==> src/hdl/assert_macros.svh <==
// Assertion macros for the RTL of the timestamp parser, included by its top level.
`ifndef ASSERT_MACROS_SVH
`define ASSERT_MACROS_SVH
`ifndef SYNTHESIS
// Same-cycle implication, checked on every rising clock edge outside reset.
`define ASSERT_IMPLIES(label, clock, reset, ante, cons, msg) \
  label: assert property (@(posedge clock) disable iff (reset) (ante) |-> (cons)) \
    else $error(msg);
// Next-cycle implication, checked on every rising clock edge outside reset.
`define ASSERT_NEXT(label, clock, reset, ante, cons, msg) \
  label: assert property (@(posedge clock) disable iff (reset) (ante) |=> (cons)) \
    else $error(msg);
`else
`define ASSERT_IMPLIES(label, clock, reset, ante, cons, msg)
`define ASSERT_NEXT(label, clock, reset, ante, cons, msg)
`endif
`endif

==> src/hdl/tsp_pkg.sv <==
// Shared types, constants and functions of the timestamp parser.
package tsp_pkg;

  localparam int HOURS_W     = 22;
  localparam int MINSEC_W    = 7;
  localparam int FRAC_W      = 30;
  localparam int FCNT_W      = 4;
  localparam int SECS_W      = 34;
  localparam int TIME_W      = 63;
  localparam int MUL_W       = 30;
  localparam int SPLIT_W     = 17;

  localparam int DEF_MAX_HOURS       = 2562046;
  localparam int DEF_FRACTION_DIGITS = 9;
  localparam int FRAC_DIGITS_MAX     = 9;
  localparam int QUEUE_DEPTH         = 2;

  localparam logic [MINSEC_W-1:0] MINSEC_LIMIT = MINSEC_W'(60);
  localparam logic [MUL_W-1:0]    SEC_PER_HOUR = MUL_W'(3600);
  localparam logic [MUL_W-1:0]    NS_PER_SEC   = MUL_W'(1000000000);

  localparam logic [7:0] CH_NUL   = 8'h00;
  localparam logic [7:0] CH_TAB   = 8'h09;
  localparam logic [7:0] CH_SPACE = 8'h20;
  localparam logic [7:0] CH_COMMA = 8'h2C;
  localparam logic [7:0] CH_DOT   = 8'h2E;
  localparam logic [7:0] CH_ZERO  = 8'h30;
  localparam logic [7:0] CH_NINE  = 8'h39;
  localparam logic [7:0] CH_COLON = 8'h3A;

  typedef enum logic [1:0] {
    STATUS_OK  = 2'd0,
    STATUS_FMT = 2'd1,
    STATUS_OVF = 2'd2
  } status_t;

  // One finished text, handed from the parser to the arithmetic back end.
  typedef struct packed {
    status_t               status;
    logic [HOURS_W-1:0]    hours;
    logic [MINSEC_W-1:0]   minutes;
    logic [MINSEC_W-1:0]   seconds;
    logic [FRAC_W-1:0]     fraction;
    logic [FCNT_W-1:0]     frac_count;
  } tsp_rec_t;

  // Power of ten that lifts a fraction with the given count of missing digits to ns.
  function automatic logic [MUL_W-1:0] pow10(input logic [FCNT_W-1:0] idx);
    logic [MUL_W-1:0] p;
    unique case (idx)
      4'd0:    p = MUL_W'(1);
      4'd1:    p = MUL_W'(10);
      4'd2:    p = MUL_W'(100);
      4'd3:    p = MUL_W'(1000);
      4'd4:    p = MUL_W'(10000);
      4'd5:    p = MUL_W'(100000);
      4'd6:    p = MUL_W'(1000000);
      4'd7:    p = MUL_W'(10000000);
      4'd8:    p = MUL_W'(100000000);
      4'd9:    p = MUL_W'(1000000000);
      default: p = MUL_W'(1);
    endcase
    return p;
  endfunction

endpackage

==> src/hdl/tsp_front.sv <==
// Character parser: walks the grammar one character per cycle while accept is high and emits a record at NUL.
module tsp_front import tsp_pkg::*; #(
  parameter int MAX_HOURS       = DEF_MAX_HOURS,
  parameter int FRACTION_DIGITS = DEF_FRACTION_DIGITS
) (
  input  logic       clk,
  input  logic       rst,
  input  logic       accept,
  input  logic [7:0] char_code,
  output logic       rec_push,
  output tsp_rec_t   rec
);

  typedef enum logic [9:0] {
    PH_LEAD       = 10'b00_0000_0001,
    PH_HOURS      = 10'b00_0000_0010,
    PH_MIN_FIRST  = 10'b00_0000_0100,
    PH_MIN        = 10'b00_0000_1000,
    PH_SEC_FIRST  = 10'b00_0001_0000,
    PH_SEC        = 10'b00_0010_0000,
    PH_FRAC_FIRST = 10'b00_0100_0000,
    PH_FRAC       = 10'b00_1000_0000,
    PH_TRAIL      = 10'b01_0000_0000,
    PH_SINK       = 10'b10_0000_0000
  } phase_t;

  localparam logic [HOURS_W-1:0] HOURS_CAP  = HOURS_W'(MAX_HOURS + 1);
  localparam logic [HOURS_W-1:0] HOURS_MAX  = HOURS_W'(MAX_HOURS);
  localparam logic [FCNT_W-1:0]  FRAC_LIMIT = FCNT_W'(FRACTION_DIGITS);

  phase_t              phase, phase_next;
  logic [HOURS_W-1:0]  hours, hours_next;
  logic [MINSEC_W-1:0] minutes, minutes_next;
  logic [MINSEC_W-1:0] seconds, seconds_next;
  logic [FRAC_W-1:0]   fraction, fraction_next;
  logic [FCNT_W-1:0]   frac_count, frac_count_next;

  logic       is_digit, is_blank, is_nul, is_sep;
  logic [3:0] digit;
  logic       ended_ok;

  // Decimal accumulate that sticks at the cap once reached.
  function automatic logic [HOURS_W-1:0] add_sat(input logic [HOURS_W-1:0] acc,
                                                 input logic [3:0] d,
                                                 input logic [HOURS_W-1:0] cap);
    logic [HOURS_W+3:0] v;
    v = ({4'b0, acc} << 3) + ({4'b0, acc} << 1) + (HOURS_W+4)'(d);
    if (acc >= cap || v >= {4'b0, cap}) return cap;
    return v[HOURS_W-1:0];
  endfunction

  assign is_digit = (char_code >= CH_ZERO) && (char_code <= CH_NINE);
  assign is_blank = (char_code == CH_SPACE) || (char_code == CH_TAB);
  assign is_sep   = (char_code == CH_DOT) || (char_code == CH_COMMA);
  assign is_nul   = (char_code == CH_NUL);
  assign digit    = char_code[3:0];
  assign ended_ok = (phase == PH_SEC) || (phase == PH_FRAC) || (phase == PH_TRAIL);

  always_comb begin
    phase_next      = phase;
    hours_next      = hours;
    minutes_next    = minutes;
    seconds_next    = seconds;
    fraction_next   = fraction;
    frac_count_next = frac_count;
    if (is_nul) begin
      phase_next      = PH_LEAD;
      hours_next      = '0;
      minutes_next    = '0;
      seconds_next    = '0;
      fraction_next   = '0;
      frac_count_next = '0;
    end else begin
      unique case (phase)
        PH_LEAD: begin
          if (is_digit) begin
            hours_next = HOURS_W'(digit);
            phase_next = PH_HOURS;
          end else if (!is_blank) begin
            phase_next = PH_SINK;
          end
        end
        PH_HOURS: begin
          if (is_digit) hours_next = add_sat(hours, digit, HOURS_CAP);
          else if (char_code == CH_COLON) phase_next = PH_MIN_FIRST;
          else phase_next = PH_SINK;
        end
        PH_MIN_FIRST, PH_MIN: begin
          if (is_digit) begin
            minutes_next = MINSEC_W'(add_sat(HOURS_W'(minutes), digit, HOURS_W'(MINSEC_LIMIT)));
            phase_next   = PH_MIN;
          end else if (char_code == CH_COLON && phase == PH_MIN) begin
            phase_next = PH_SEC_FIRST;
          end else begin
            phase_next = PH_SINK;
          end
        end
        PH_SEC_FIRST, PH_SEC: begin
          if (is_digit) begin
            seconds_next = MINSEC_W'(add_sat(HOURS_W'(seconds), digit, HOURS_W'(MINSEC_LIMIT)));
            phase_next   = PH_SEC;
          end else if (phase == PH_SEC && is_sep) begin
            phase_next = PH_FRAC_FIRST;
          end else if (phase == PH_SEC && is_blank) begin
            phase_next = PH_TRAIL;
          end else begin
            phase_next = PH_SINK;
          end
        end
        PH_FRAC_FIRST, PH_FRAC: begin
          if (is_digit) begin
            if (frac_count < FRAC_LIMIT) begin
              fraction_next   = (fraction << 3) + (fraction << 1) + FRAC_W'(digit);
              frac_count_next = frac_count + 1'b1;
            end
            phase_next = PH_FRAC;
          end else if (phase == PH_FRAC && is_blank) begin
            phase_next = PH_TRAIL;
          end else begin
            phase_next = PH_SINK;
          end
        end
        PH_TRAIL: begin
          if (!is_blank) phase_next = PH_SINK;
        end
        default: phase_next = PH_SINK;
      endcase
    end
  end

  always_ff @(posedge clk) begin
    if (rst) begin
      phase      <= PH_LEAD;
      hours      <= '0;
      minutes    <= '0;
      seconds    <= '0;
      fraction   <= '0;
      frac_count <= '0;
    end else if (accept) begin
      phase      <= phase_next;
      hours      <= hours_next;
      minutes    <= minutes_next;
      seconds    <= seconds_next;
      fraction   <= fraction_next;
      frac_count <= frac_count_next;
    end
  end

  // The record is built from the state as it stands when the terminator arrives.
  assign rec_push = accept && is_nul;

  always_comb begin
    rec.hours      = hours;
    rec.minutes    = minutes;
    rec.seconds    = seconds;
    rec.fraction   = fraction;
    rec.frac_count = frac_count;
    if (!ended_ok || minutes >= MINSEC_LIMIT || seconds >= MINSEC_LIMIT) rec.status = STATUS_FMT;
    else if (hours > HOURS_MAX) rec.status = STATUS_OVF;
    else rec.status = STATUS_OK;
  end

endmodule

==> src/hdl/tsp_queue.sv <==
// Short record queue that decouples the parser from the arithmetic back end.
module tsp_queue import tsp_pkg::*; (
  input  logic     clk,
  input  logic     rst,
  input  logic     wr_en,
  input  tsp_rec_t wr_rec,
  input  logic     rd_en,
  output tsp_rec_t rd_rec,
  output logic     q_full,
  output logic     q_empty
);

  localparam int AW = (QUEUE_DEPTH > 1) ? $clog2(QUEUE_DEPTH) : 1;
  localparam int CW = $clog2(QUEUE_DEPTH + 1);
  localparam logic [AW-1:0] LAST = AW'(QUEUE_DEPTH - 1);

  tsp_rec_t        slots [QUEUE_DEPTH];
  logic [AW-1:0]   wr_ptr, rd_ptr;
  logic [CW-1:0]   count;

  assign q_full  = (count == CW'(QUEUE_DEPTH));
  assign q_empty = (count == '0);
  assign rd_rec  = slots[rd_ptr];

  always_ff @(posedge clk) begin
    if (wr_en) slots[wr_ptr] <= wr_rec;
  end

  always_ff @(posedge clk) begin
    if (rst) begin
      wr_ptr <= '0;
      rd_ptr <= '0;
      count  <= '0;
    end else begin
      if (wr_en) wr_ptr <= (wr_ptr == LAST) ? '0 : wr_ptr + 1'b1;
      if (rd_en) rd_ptr <= (rd_ptr == LAST) ? '0 : rd_ptr + 1'b1;
      if (wr_en && !rd_en) count <= count + 1'b1;
      else if (rd_en && !wr_en) count <= count - 1'b1;
    end
  end

endmodule

==> src/hdl/tsp_back.sv <==
// Arithmetic back end: turns a parsed record into nanoseconds with one shared multiplier.
module tsp_back import tsp_pkg::*; (
  input  logic              clk,
  input  logic              rst,
  input  logic              q_empty,
  input  tsp_rec_t          q_rec,
  output logic              q_pop,
  input  logic              pop,
  output logic              empty,
  output logic [1:0]        status,
  output logic [TIME_W-1:0] time_ns
);

  typedef enum logic [6:0] {
    ST_IDLE = 7'b000_0001,
    ST_FRAC = 7'b000_0010,
    ST_HRS  = 7'b000_0100,
    ST_SECS = 7'b000_1000,
    ST_LO   = 7'b001_0000,
    ST_HI   = 7'b010_0000,
    ST_DONE = 7'b100_0000
  } step_t;

  localparam int PROD_W = 2 * MUL_W;
  localparam int ACC_W  = MUL_W + SPLIT_W + 1;

  step_t               step, step_next;
  logic [HOURS_W-1:0]  r_hours;
  logic [MINSEC_W-1:0] r_min;
  logic [MINSEC_W-1:0] r_sec;
  logic [FRAC_W-1:0]   r_frac;
  logic [FCNT_W-1:0]   r_cnt;
  logic [FRAC_W-1:0]   frac_ns;
  logic [SECS_W-1:0]   secs;
  logic [ACC_W-1:0]    acc;
  logic [PROD_W-1:0]   prod;
  logic [MUL_W-1:0]    mul_a, mul_b;
  logic                out_valid;
  logic                slot_free;
  logic                take_rec;
  logic [TIME_W:0]     total;

  assign slot_free = !out_valid || pop;
  // An erroneous record needs no arithmetic and goes straight to the output slot.
  assign take_rec  = (step == ST_IDLE) && !q_empty &&
                     ((q_rec.status == STATUS_OK) || slot_free);
  assign q_pop     = take_rec;
  assign empty     = !out_valid;

  always_comb begin
    unique case (step)
      ST_FRAC: begin
        mul_a = r_frac;
        mul_b = pow10(FCNT_W'(FRAC_DIGITS_MAX) - r_cnt);
      end
      ST_HRS: begin
        mul_a = MUL_W'(r_hours);
        mul_b = SEC_PER_HOUR;
      end
      ST_LO: begin
        mul_a = MUL_W'(secs[SPLIT_W-1:0]);
        mul_b = NS_PER_SEC;
      end
      ST_HI: begin
        mul_a = MUL_W'(secs[SECS_W-1:SPLIT_W]);
        mul_b = NS_PER_SEC;
      end
      default: begin
        mul_a = '0;
        mul_b = '0;
      end
    endcase
  end

  assign total = (TIME_W+1)'(acc) + ((TIME_W+1)'(prod[MUL_W+SPLIT_W-1:0]) << SPLIT_W);

  always_comb begin
    step_next = step;
    unique case (step)
      ST_IDLE: if (take_rec && q_rec.status == STATUS_OK) step_next = ST_FRAC;
      ST_FRAC: step_next = ST_HRS;
      ST_HRS:  step_next = ST_SECS;
      ST_SECS: step_next = ST_LO;
      ST_LO:   step_next = ST_HI;
      ST_HI:   step_next = ST_DONE;
      ST_DONE: if (slot_free) step_next = ST_IDLE;
      default: step_next = ST_IDLE;
    endcase
  end

  always_ff @(posedge clk) begin
    if (rst) begin
      step      <= ST_IDLE;
      out_valid <= 1'b0;
    end else begin
      step <= step_next;
      if ((take_rec && q_rec.status != STATUS_OK) || (step == ST_DONE && slot_free)) begin
        out_valid <= 1'b1;
      end else if (pop) begin
        out_valid <= 1'b0;
      end
    end
  end

  always_ff @(posedge clk) begin
    if (take_rec) begin
      r_hours <= q_rec.hours;
      r_min   <= q_rec.minutes;
      r_sec   <= q_rec.seconds;
      r_frac  <= q_rec.fraction;
      r_cnt   <= q_rec.frac_count;
    end
    if (step == ST_FRAC || step == ST_HRS || step == ST_LO || step == ST_HI) begin
      prod <= PROD_W'(mul_a) * PROD_W'(mul_b);
    end
    if (step == ST_HRS) frac_ns <= prod[FRAC_W-1:0];
    if (step == ST_SECS) begin
      secs <= prod[SECS_W-1:0] + SECS_W'(r_min) * SECS_W'(60) + SECS_W'(r_sec);
    end
    if (step == ST_HI) acc <= ACC_W'(prod[MUL_W+SPLIT_W-1:0]) + ACC_W'(frac_ns);
    if (take_rec && q_rec.status != STATUS_OK) begin
      status  <= q_rec.status;
      time_ns <= '0;
    end else if (step == ST_DONE && slot_free) begin
      status  <= STATUS_OK;
      time_ns <= total[TIME_W-1:0];
    end
  end

endmodule

==> src/hdl/timestamp_text_parser.sv <==
// Top level of the streaming hh:mm:ss[.fraction] timestamp parser.
//
// The block takes one character per transfer on push/full and answers each
// NUL-terminated text with one result on empty/pop: a status (ok, format
// error, hours overflow) and the time in nanoseconds, which is zero unless the
// status is ok. Characters are taken one per clock cycle with no gaps while
// the parser runs; the parser only stalls (full high) when its two-entry record
// queue is full. Each terminator hands a record to the back end. An ok text
// holds the back end for a step that takes the record, five arithmetic steps
// (fraction scaling, hours to seconds, seconds summation, and two halves of
// the seconds-to-nanoseconds product, all but the summation on the shared
// 30x30 multiplier) and a step that hands the result to the output register
// once it is free. An erroneous text needs no arithmetic step. Long texts run
// at one character per cycle while the queue has room; a burst of very short
// texts is limited by the back end, which takes a new record only from its
// idle step. A finished result waits in the output register while the next
// text is already being parsed. MAX_HOURS sets the largest accepted hours
// value and FRACTION_DIGITS how many fraction digits count; further digits
// are ignored.
module timestamp_text_parser import tsp_pkg::*; #(
  parameter int MAX_HOURS       = DEF_MAX_HOURS,
  parameter int FRACTION_DIGITS = DEF_FRACTION_DIGITS
) (
  input  logic              clk,
  input  logic              rst,
  input  logic              push,
  output logic              full,
  input  logic [7:0]        char_code,
  output logic              empty,
  input  logic              pop,
  output logic [1:0]        status,
  output logic [TIME_W-1:0] time_ns
);

`include "assert_macros.svh"

  logic     accept;
  logic     rec_push;
  logic     rec_pop;
  logic     q_full;
  logic     q_empty;
  tsp_rec_t front_rec;
  tsp_rec_t back_rec;

  // A character transfer completes whenever the queue has room for a record.
  assign full   = q_full;
  assign accept = push && !q_full;

  tsp_front #(
    .MAX_HOURS       (MAX_HOURS),
    .FRACTION_DIGITS (FRACTION_DIGITS)
  ) u_front (
    .clk       (clk),
    .rst       (rst),
    .accept    (accept),
    .char_code (char_code),
    .rec_push  (rec_push),
    .rec       (front_rec)
  );

  tsp_queue u_queue (
    .clk     (clk),
    .rst     (rst),
    .wr_en   (rec_push),
    .wr_rec  (front_rec),
    .rd_en   (rec_pop),
    .rd_rec  (back_rec),
    .q_full  (q_full),
    .q_empty (q_empty)
  );

  tsp_back u_back (
    .clk     (clk),
    .rst     (rst),
    .q_empty (q_empty),
    .q_rec   (back_rec),
    .q_pop   (rec_pop),
    .pop     (pop),
    .empty   (empty),
    .status  (status),
    .time_ns (time_ns)
  );

  // A failed text must never report a time.
  `ASSERT_IMPLIES(a_err_zero_time, clk, rst, !empty && status != STATUS_OK, time_ns == '0, "non-ok result carries a time")
  // Only defined status codes reach the result port.
  `ASSERT_IMPLIES(a_status_code, clk, rst, !empty, status == STATUS_OK || status == STATUS_FMT || status == STATUS_OVF, "undefined status code")
  // The back end never reads a record that is not there.
  `ASSERT_IMPLIES(a_pop_nonempty, clk, rst, rec_pop, !q_empty, "record read from empty queue")
  // A record written into a queue with no room would be lost.
  `ASSERT_IMPLIES(a_push_room, clk, rst, rec_push, !q_full, "record written into full queue")
  // Once a result is shown and not taken, it is still shown next cycle.
  `ASSERT_NEXT(a_result_held, clk, rst, !empty && !pop, !empty, "result dropped without a transfer")

endmodule

==> config.mk <==
export PLATFORM = sky130hd
export DESIGN_NAME = timestamp_text_parser
export DESIGN_NICKNAME = d
export VERILOG_FILES = /design/src/hdl/tsp_pkg.sv /design/src/hdl/tsp_front.sv /design/src/hdl/tsp_queue.sv /design/src/hdl/tsp_back.sv /design/src/hdl/timestamp_text_parser.sv
export VERILOG_INCLUDE_DIRS = /design/src /design/src/hdl
export SDC_FILE = /design/constraint.sdc
export NUM_CORES = 2
export LEC_CHECK = 0
export BUFFER_PORTS_ARGS = -buffer_cell sky130_fd_sc_hd__buf_2
export CAP_MARGIN = 20
export CORE_MARGIN = 1.5
export CORE_UTILIZATION = 40
export CTS_CLUSTER_SIZE = 8
export DETAILED_ROUTE_END_ITERATION = 10
export PLACE_DENSITY = 0.67
export SLEW_MARGIN = 5
export SYNTH_ARGS = -nofsm -noshare
export SYNTH_HDL_FRONTEND = slang
export SYNTH_SLANG_ARGS = --single-unit
==> constraint.sdc <==
create_clock -name clk -period 10.6 [get_ports clk]
set_clock_uncertainty 0.1 [all_clocks]
set_input_delay 2.12 -clock clk [delete_from_list [all_inputs] [get_ports clk]]
set_output_delay 2.12 -clock clk [all_outputs]
set_load 0.05 [all_outputs]
# ---- After elaboration in Yosys (flattened, before gate mapping)
# Memory sizes are Yosys's and may differ from the RTL's. A register that Yosys moved wholly into a read port is not among the register bits.
# Cells that the tools add are included.
dict set report totals {
  ram_bits 144
  rom_bits 480
  ff_bits 386
  out_inout_bits 67
  elab_cells 209
  input_bits 12
  n_memories 2
}
# memory words word_bits read_ports rd_clocked_by_memory_dff wr line_no
set memory_table {}
lappend memory_table {{(no name shown)} 16 30 1 0 0 tsp_pkg.sv:50} ;# unique case (idx)
lappend memory_table {u_queue.slots 2 72 1 1 1 tsp_queue.sv:17} ;# tsp_rec_t slots [QUEUE_DEPTH];
dict set report classes {
  mul 2
  magnitude_cmp 12
  muxes 68
  n_addsub 18
  reduce_logical 58
  eq_ne 27
}
# op n
set ops {}
lappend ops {{2-to-1 mux 10 bit} 12}
lappend ops {{2-to-1 mux 30 bit} 4}
lappend ops {{case mux 30 bit (4 select lines)} 1}
lappend ops {{2-to-1 mux 22 bit} 5}
lappend ops {{case mux 30 bit (3 select lines)} 1}
lappend ops {{2-to-1 mux 7 bit} 12}
lappend ops {{adder 48 x 63 -> 63 bit} 1}
lappend ops {{case mux 10 bit (6 select lines)} 1}
lappend ops {{greater-or-equal comparator 26 x 6 -> 1 bit (second input constant)} 2}
lappend ops {{case mux 7 bit (7 select lines)} 1}
lappend ops {{adder 47 x 30 -> 48 bit} 1}
lappend ops {{multiplier 30 x 30 -> 47 bit} 1}
lappend ops {{case mux 22 bit (2 select lines)} 1}
lappend ops {{adder 34 x 13 -> 34 bit} 1}
lappend ops {{adder 34 x 7 -> 34 bit} 1}
lappend ops {{equality test 8 x 6 -> 1 bit (second input constant)} 4}
lappend ops {{adder 30 bit} 1}
lappend ops {{adder 30 x 4 -> 30 bit} 1}
lappend ops {{greater-or-equal comparator 7 x 6 -> 1 bit (second input constant)} 4}
lappend ops {{adder 25 x 23 -> 26 bit} 1}
lappend ops {{adder 26 x 4 -> 26 bit} 1}
lappend ops {{greater-or-equal comparator 26 x 22 -> 1 bit (second input constant)} 1}
lappend ops {{adder 11 x 4 -> 12 bit} 2}
lappend ops {{adder 10 x 8 -> 11 bit} 2}
lappend ops {{47 further kinds} 123}

# ---- Longest topological paths before layout
dict set report logic_depth {
  word_depth 12
  ltp_mapped 38
  mapped_depth_nobuf 35
}

# ---- By module
# A second synthesis with hierarchy kept.
dict set report hier_totals {
  hier_cells 5353
  hier_area_um2 53487.5
}
# module area_per_inst_um2 seq_area_each_um2 instances cells_per_inst
set by_module_without_submodules {}
lappend by_module_without_submodules {tsp_back 40680.3 8358.0 1 4217}
lappend by_module_without_submodules {tsp_front 7364.6 1601.5 1 889}
lappend by_module_without_submodules {tsp_queue 5429.0 4424.2 1 246}
lappend by_module_without_submodules {timestamp_text_parser 13.8 0.0 1 1}

# ---- Least setup slack after synthesis
# No wires, ideal clock.
dict set report synth_path {
  path_type {reg-to-reg}
  startpoint {register u_back.step[6]}
  endpoint {register u_back.prod[46] (data pin)}
  setup_time_ns 0.266
  n_path_buf 4
  required_ns 10.234
  slack_ns 0.185
  period_less_slack_ns 10.415
  stages_incl_launch_ff 33
  t_arrival_ns 10.050
  path_cell_list {dfxtp_1 nor3_1 and4b_1 clkbuf_1 clkbuf_1 clkbuf_1 a221o_1 clkbuf_1 nand2_1 fa_1 inv_1 fa_1 inv_1 fa_1 inv_1 fa_1 fa_1 fa_1 fa_1 inv_1 fa_1 inv_1 ha_1 a21oi_1 a21oi_1 a311oi_1 o21ai_0 a21oi_1 nand2b_1 o31a_1 o21ai_1 o41ai_1 xnor2_1}
}
dict set report synth_between {
  elab_chain_cells 4
  word_cells_on_any_way 8
  cone_classes {mul (1); eq/ne (4); mux (2); reduce/logical (1)}
}
# element line_no
set synth_lines {}
lappend synth_lines {{start, declared} tsp_back.sv:27} ;# step_t step, step_next;
lappend synth_lines {{start signal, assigned} tsp_back.sv:96} ;# step <= step_next;
lappend synth_lines {{equality test 7 x 6 -> 1 bit / equality test 7 x 5 -> 1 bit (equally long branches)} tsp_back.sv:51} ;# unique case (step)
lappend synth_lines {{OR reduction 2 bit (no line)} n/a}
lappend synth_lines {{case mux 30 bit (3 select lines)} tsp_back.sv:51}
lappend synth_lines {{multiplier 30 x 30 -> 47 bit *} tsp_back.sv:114} ;# prod <= PROD_W'(mul_a) * PROD_W'(mul_b);
lappend synth_lines {{end signal, assigned} tsp_back.sv:114}
lappend synth_lines {{end, declared} tsp_back.sv:36} ;# logic [PROD_W-1:0] prod;
# Every way passes the cells marked *; elsewhere a longest branch is shown, timed or not.
# A chain may end at the register's enable or synchronous reset.

# ---- Final worst setup path
dict set report layout_path {
  startpoint {register u_back.r_cnt[1]}
  endpoint {register u_back.prod[39] (data pin)}
}
dict set report layout_between {
  elab_chain_cells 4
}
# element line_no
set layout_lines {}
lappend layout_lines {{start, declared} tsp_back.sv:32} ;# logic [FCNT_W-1:0] r_cnt;
lappend layout_lines {{start signal, assigned} tsp_back.sv:111} ;# r_cnt <= q_rec.frac_count;
lappend layout_lines {{subtractor 4 bit} tsp_back.sv:54} ;# mul_b = pow10(FCNT_W'(FRAC_DIGITS_MAX) - r_cnt);
lappend layout_lines {{memory read (16 x 30 bit)} n/a}
lappend layout_lines {{case mux 30 bit (3 select lines)} tsp_back.sv:51}
lappend layout_lines {{multiplier 30 x 30 -> 47 bit} tsp_back.sv:114}
# Every way passes these cells.

==> results.py <==
metrics = {
    "die": {
        "fp.dieH_um": 365,
        "ioPinCount": 79,
        "coreArea_um2": 130000,
        "initial_core_util_pct": 40.5,
        "die_x_um": 365,
        "num_rows": 132,
        "dieArea_um2": 133000,
    },
    "logic_synthesis": {
        "yosysSeqAreaShare_pct": 27.4,
        "synth_ff_type": "edfxtp_1",
        "postSynth.asyncResetShare_pct": 0,
        "syn_inst": 5287,
        "synth.avg_cell_area_um2": 9.93,
        "ys_ff_latch": 531,
        "synth.distinct_cells": 87,
        "synth_edf_count": 375,
        "synth_nets": 6427,
        "netlist_area_um2": 52500,
        "ys_warn_count": 0,
    },
    "clock_tree": {
        "cts.path.max_buffers": 3,
        "cts_buffers": 76,
        "clock-sinks": 531,
        "htreeDepth": 3,
        "path_clk_slew_ns": 0.05,
        "clock_latency_ns": 0.68,
        "cts_tree": "built",
        "cts_root_buf": "clkbuf_16",
    },
    "critical_path": {
        "cpMaxStageDelayCell": "xor2_2",
        "path_common_cell": "ha_1",
        "startpoint_type": "register",
        "path_class": "register to register",
        "cp-end-kind": "register",
        "arrival_ns": 10.68,
        "critPathRequiredTime_ns": 10.85,
        "worst-path-max-fanout": 22,
        "slowest_delay_ns": 0.58,
    },
    "final_layout": {
        "register_area_um2": 14400,
        "drive_gt1_share_pct": 7.60,
        "final_util_pct": 44.4,
        "final_area_um2": 57700,
        "multi_input_area_um2": 34300,
        "final_nets": 6490,
        "final_common_cell": "inv_1",
        "fillers": 12300,
        "area_growth_pct": 9.81,
        "mostFrequentLayoutCells": "855 x inv_1, 723 x fa_1, 545 x nand2_1",
    },
    "global_route": {
        "antenna_found_initial": 1,
        "grt_use_total_pct": 22.8,
        "grt_pass1_vias": 40000,
        "grt_pass1_wl_um": 234000,
        "grt.overflow.total": 0,
        "grt_max_degree": 82,
    },
    "route": {
        "drc": 0,
        "drtIter0Drc": 3250,
        "wl_per_cell_um": 20.9,
        "vias": 38600,
        "viasPerCell": 5.40,
        "first_pass_iters": 5,
        "wl_um": 149000,
        "postRouteAntennaNets": 0,
    },
    "place": {
        "placed_cell_area_um2": 55300,
        "dp_slack_ns": -0.0686,
        "dp_hpwl_um": 119000,
        "io_buffers": 78,
        "globalplace.congestion": 0.991,
    },
    "timing": {
        "hold_viol": 0,
        "timing.final.crit_share_pct": 98.4,
        "fin_ws_ns": 0.172,
        "setup_viol": 0,
        "rsz0062_at_grt": "no",
        "clock.fmax_mhz": 95.9,
        "period_minus_slack_ns": 10.43,
        "holdWs_ns": 0.335,
        "timing.slew.headroom_pct": 25.7,
        "maxSlewViolCount": 0,
        "worst_pin_slew_ns": 1.11,
    },
    "pwr": {
        "seqPwrFrac_pct": 32.3,
        "p_sw_uw": 3150,
        "internal_power_uw": 5480,
        "ir_worst_vdd_uv": 472,
        "swShare_pct": 36.5,
        "comb_power_share_pct": 40.9,
        "power_density_nw_per_um2": 150,
        "p_clk_share_pct": 26.8,
        "power_leakage_uw": 0.0263,
    },
    "outcome": {
        "outcome": "completed",
    },
    "job": {
        "drv_cap": 0,
    },
    "worst_hold_path": {
        "hp-class": "register to register",
    },
}
-- cells in the mapped netlist, drive strengths merged (8+ instances only) --
| cell | instances | share of area (%) |
|---|---|---|
| o211ai | 14 | 0.20 |
| a22oi | 15 | 0.21 |
| o21a | 28 | 0.40 |
| a221oi | 25 | 0.50 |
| or3 | 14 | 0.17 |
| dfxtp | 156 | 5.9 |
| o22ai | 21 | 0.25 |
| xor2 | 93 | 1.6 |
| and2 | 45 | 0.54 |
| fa | 723 | 28 |
| nor3 | 47 | 0.48 |
| nor4 | 17 | 0.24 |
| nor2b | 27 | 0.32 |
| ha | 405 | 9.6 |
| nor3b | 8 | 0.11 |
| clkbuf | 190 | 1.4 |
| nor2 | 511 | 3.7 |
| o21bai | 23 | 0.33 |
| nand2b | 46 | 0.55 |
| nand2 | 550 | 3.9 |
| edfxtp | 375 | 21 |
| xnor2 | 150 | 2.5 |
| and3 | 65 | 0.77 |
| nand4 | 28 | 0.33 |
| or2 | 10 | 0.12 |
| nand3 | 92 | 0.88 |
| inv | 855 | 6.1 |
| a211oi | 23 | 0.35 |
| o31ai | 11 | 0.16 |
| a21oi | 225 | 2.2 |
| o21ai | 151 | 1.4 |
| a21o | 78 | 1.1 |
| mux2 | 72 | 1.5 |
| a22o | 26 | 0.43 |
| buf | 18 | 0.16 |
| a31oi | 24 | 0.29 |
| a221o | 22 | 0.42 |
-- path summary, 6_finish.rpt --
path                    from           endpoint  slack, ns  cells past startpoint
max          u_back.r_cnt[1]    u_back.prod[39]       0.17                     33
min            u_back.acc[0]  u_back.time_ns[0]       0.33                      2
max reg2reg  u_back.r_cnt[1]    u_back.prod[39]       0.17                     33
min reg2reg    u_back.acc[0]  u_back.time_ns[0]       0.33                      2
-- metrics by stage --
step	power, µW	TNS [ns]	std cells
global placement	6200	-0.0662	7006
global route	9200	0	7151
detailed placement	6270	-0.0686	7008
finish	8620	0	7152
CTS	8630	0	7149
floorplan	5460	0	5287
-- metal layers --
layer  vias to the layer above  share of wire (%)  track usage, %  wire length [µm]
met2                      1563                 46            36.7             68600
li1                      17400                  -               -                 -
met4                         0                4.0            8.62              5960
met5                         -                  0               0                 0
met3                       307                8.4            3.83             12600
met1                     19300                 42            30.8             62200
-- power by group through the flow --
| stage | Clock [µW] | Combinational, µW | Sequential, µW |
|---|---|---|---|
| global route | 2440 | 3960 | 2800 |
| global placement | 0 | 3380 | 2820 |
| floorplan | 0 | 2690 | 2770 |
| CTS | 2360 | 3490 | 2780 |
| detailed placement | 0 | 3440 | 2820 |
| finish | 2310 | 3530 | 2790 |
-- worst max-delay path: cells and delay by family (launching register included) --
family	cells	cell delay [ns]
DFF	1	0.50
xor gates and xnor gates	2	1.04
and+or+nand+nor	2	0.26
AOI/OAI and AO/OA	10	3.06
buffers and inverters	9	1.26
adders and majority gates	10	3.88
-- final cells by class --
class	instances	share of cell area (%)
Multi-Input combinational cell	3692	59.5
Clock inverter	7	0.364
Sequential cell	531	24.9
Tap cell	1742	3.78
Clock buffer	130	3.67
Inverter	856	5.57
Antenna cell	1	0.00434
Timing Repair Buffer	193	2.22
-- logic make-up (layout without fill, tap and decap cells) --
logic type                 after synthesis  count (layout)  synth area share, %
muxes                                   77              77                 1.64
buffers and inverters                 1064            1186                 7.64
and+or+nand+nor                       1495            1495                 12.7
xor gates and xnor gates               243             243                 4.05
other                                    0               1                    0
AOI/OAI and AO/OA                      747             747                 9.35
adders and majority gates             1130            1130                 37.2
DFF                                    531             531                 27.4
-- registers in the layout, summed over array words and instances, names as in the netlist, 2 cells and up, named ones only --
signal	flops
u_queue.slots	144
u_back.secs	34
u_back.acc	48
u_back.frac_ns	30
u_back.status	2
u_front.fraction	30
u_front.frac_count	4
u_front.phase	10
u_back.r_cnt	4
u_back.r_sec	7
u_back.time_ns	63
u_back.r_min	7
u_queue.count	2
u_front.seconds	7
u_back.step	7
u_back.r_hours	22
u_front.hours	22
u_back.r_frac	30
u_front.minutes	7
u_back.prod	47
-- timing repair --
item                       in CTS  in global routing
buffers inserted                4                  0
hold buffers                    0                  0
pin swaps                       1                  1
setup endpoints to repair       1                  2
gates resized for setup         1                  4
Power figures use the tool's default switching activity.
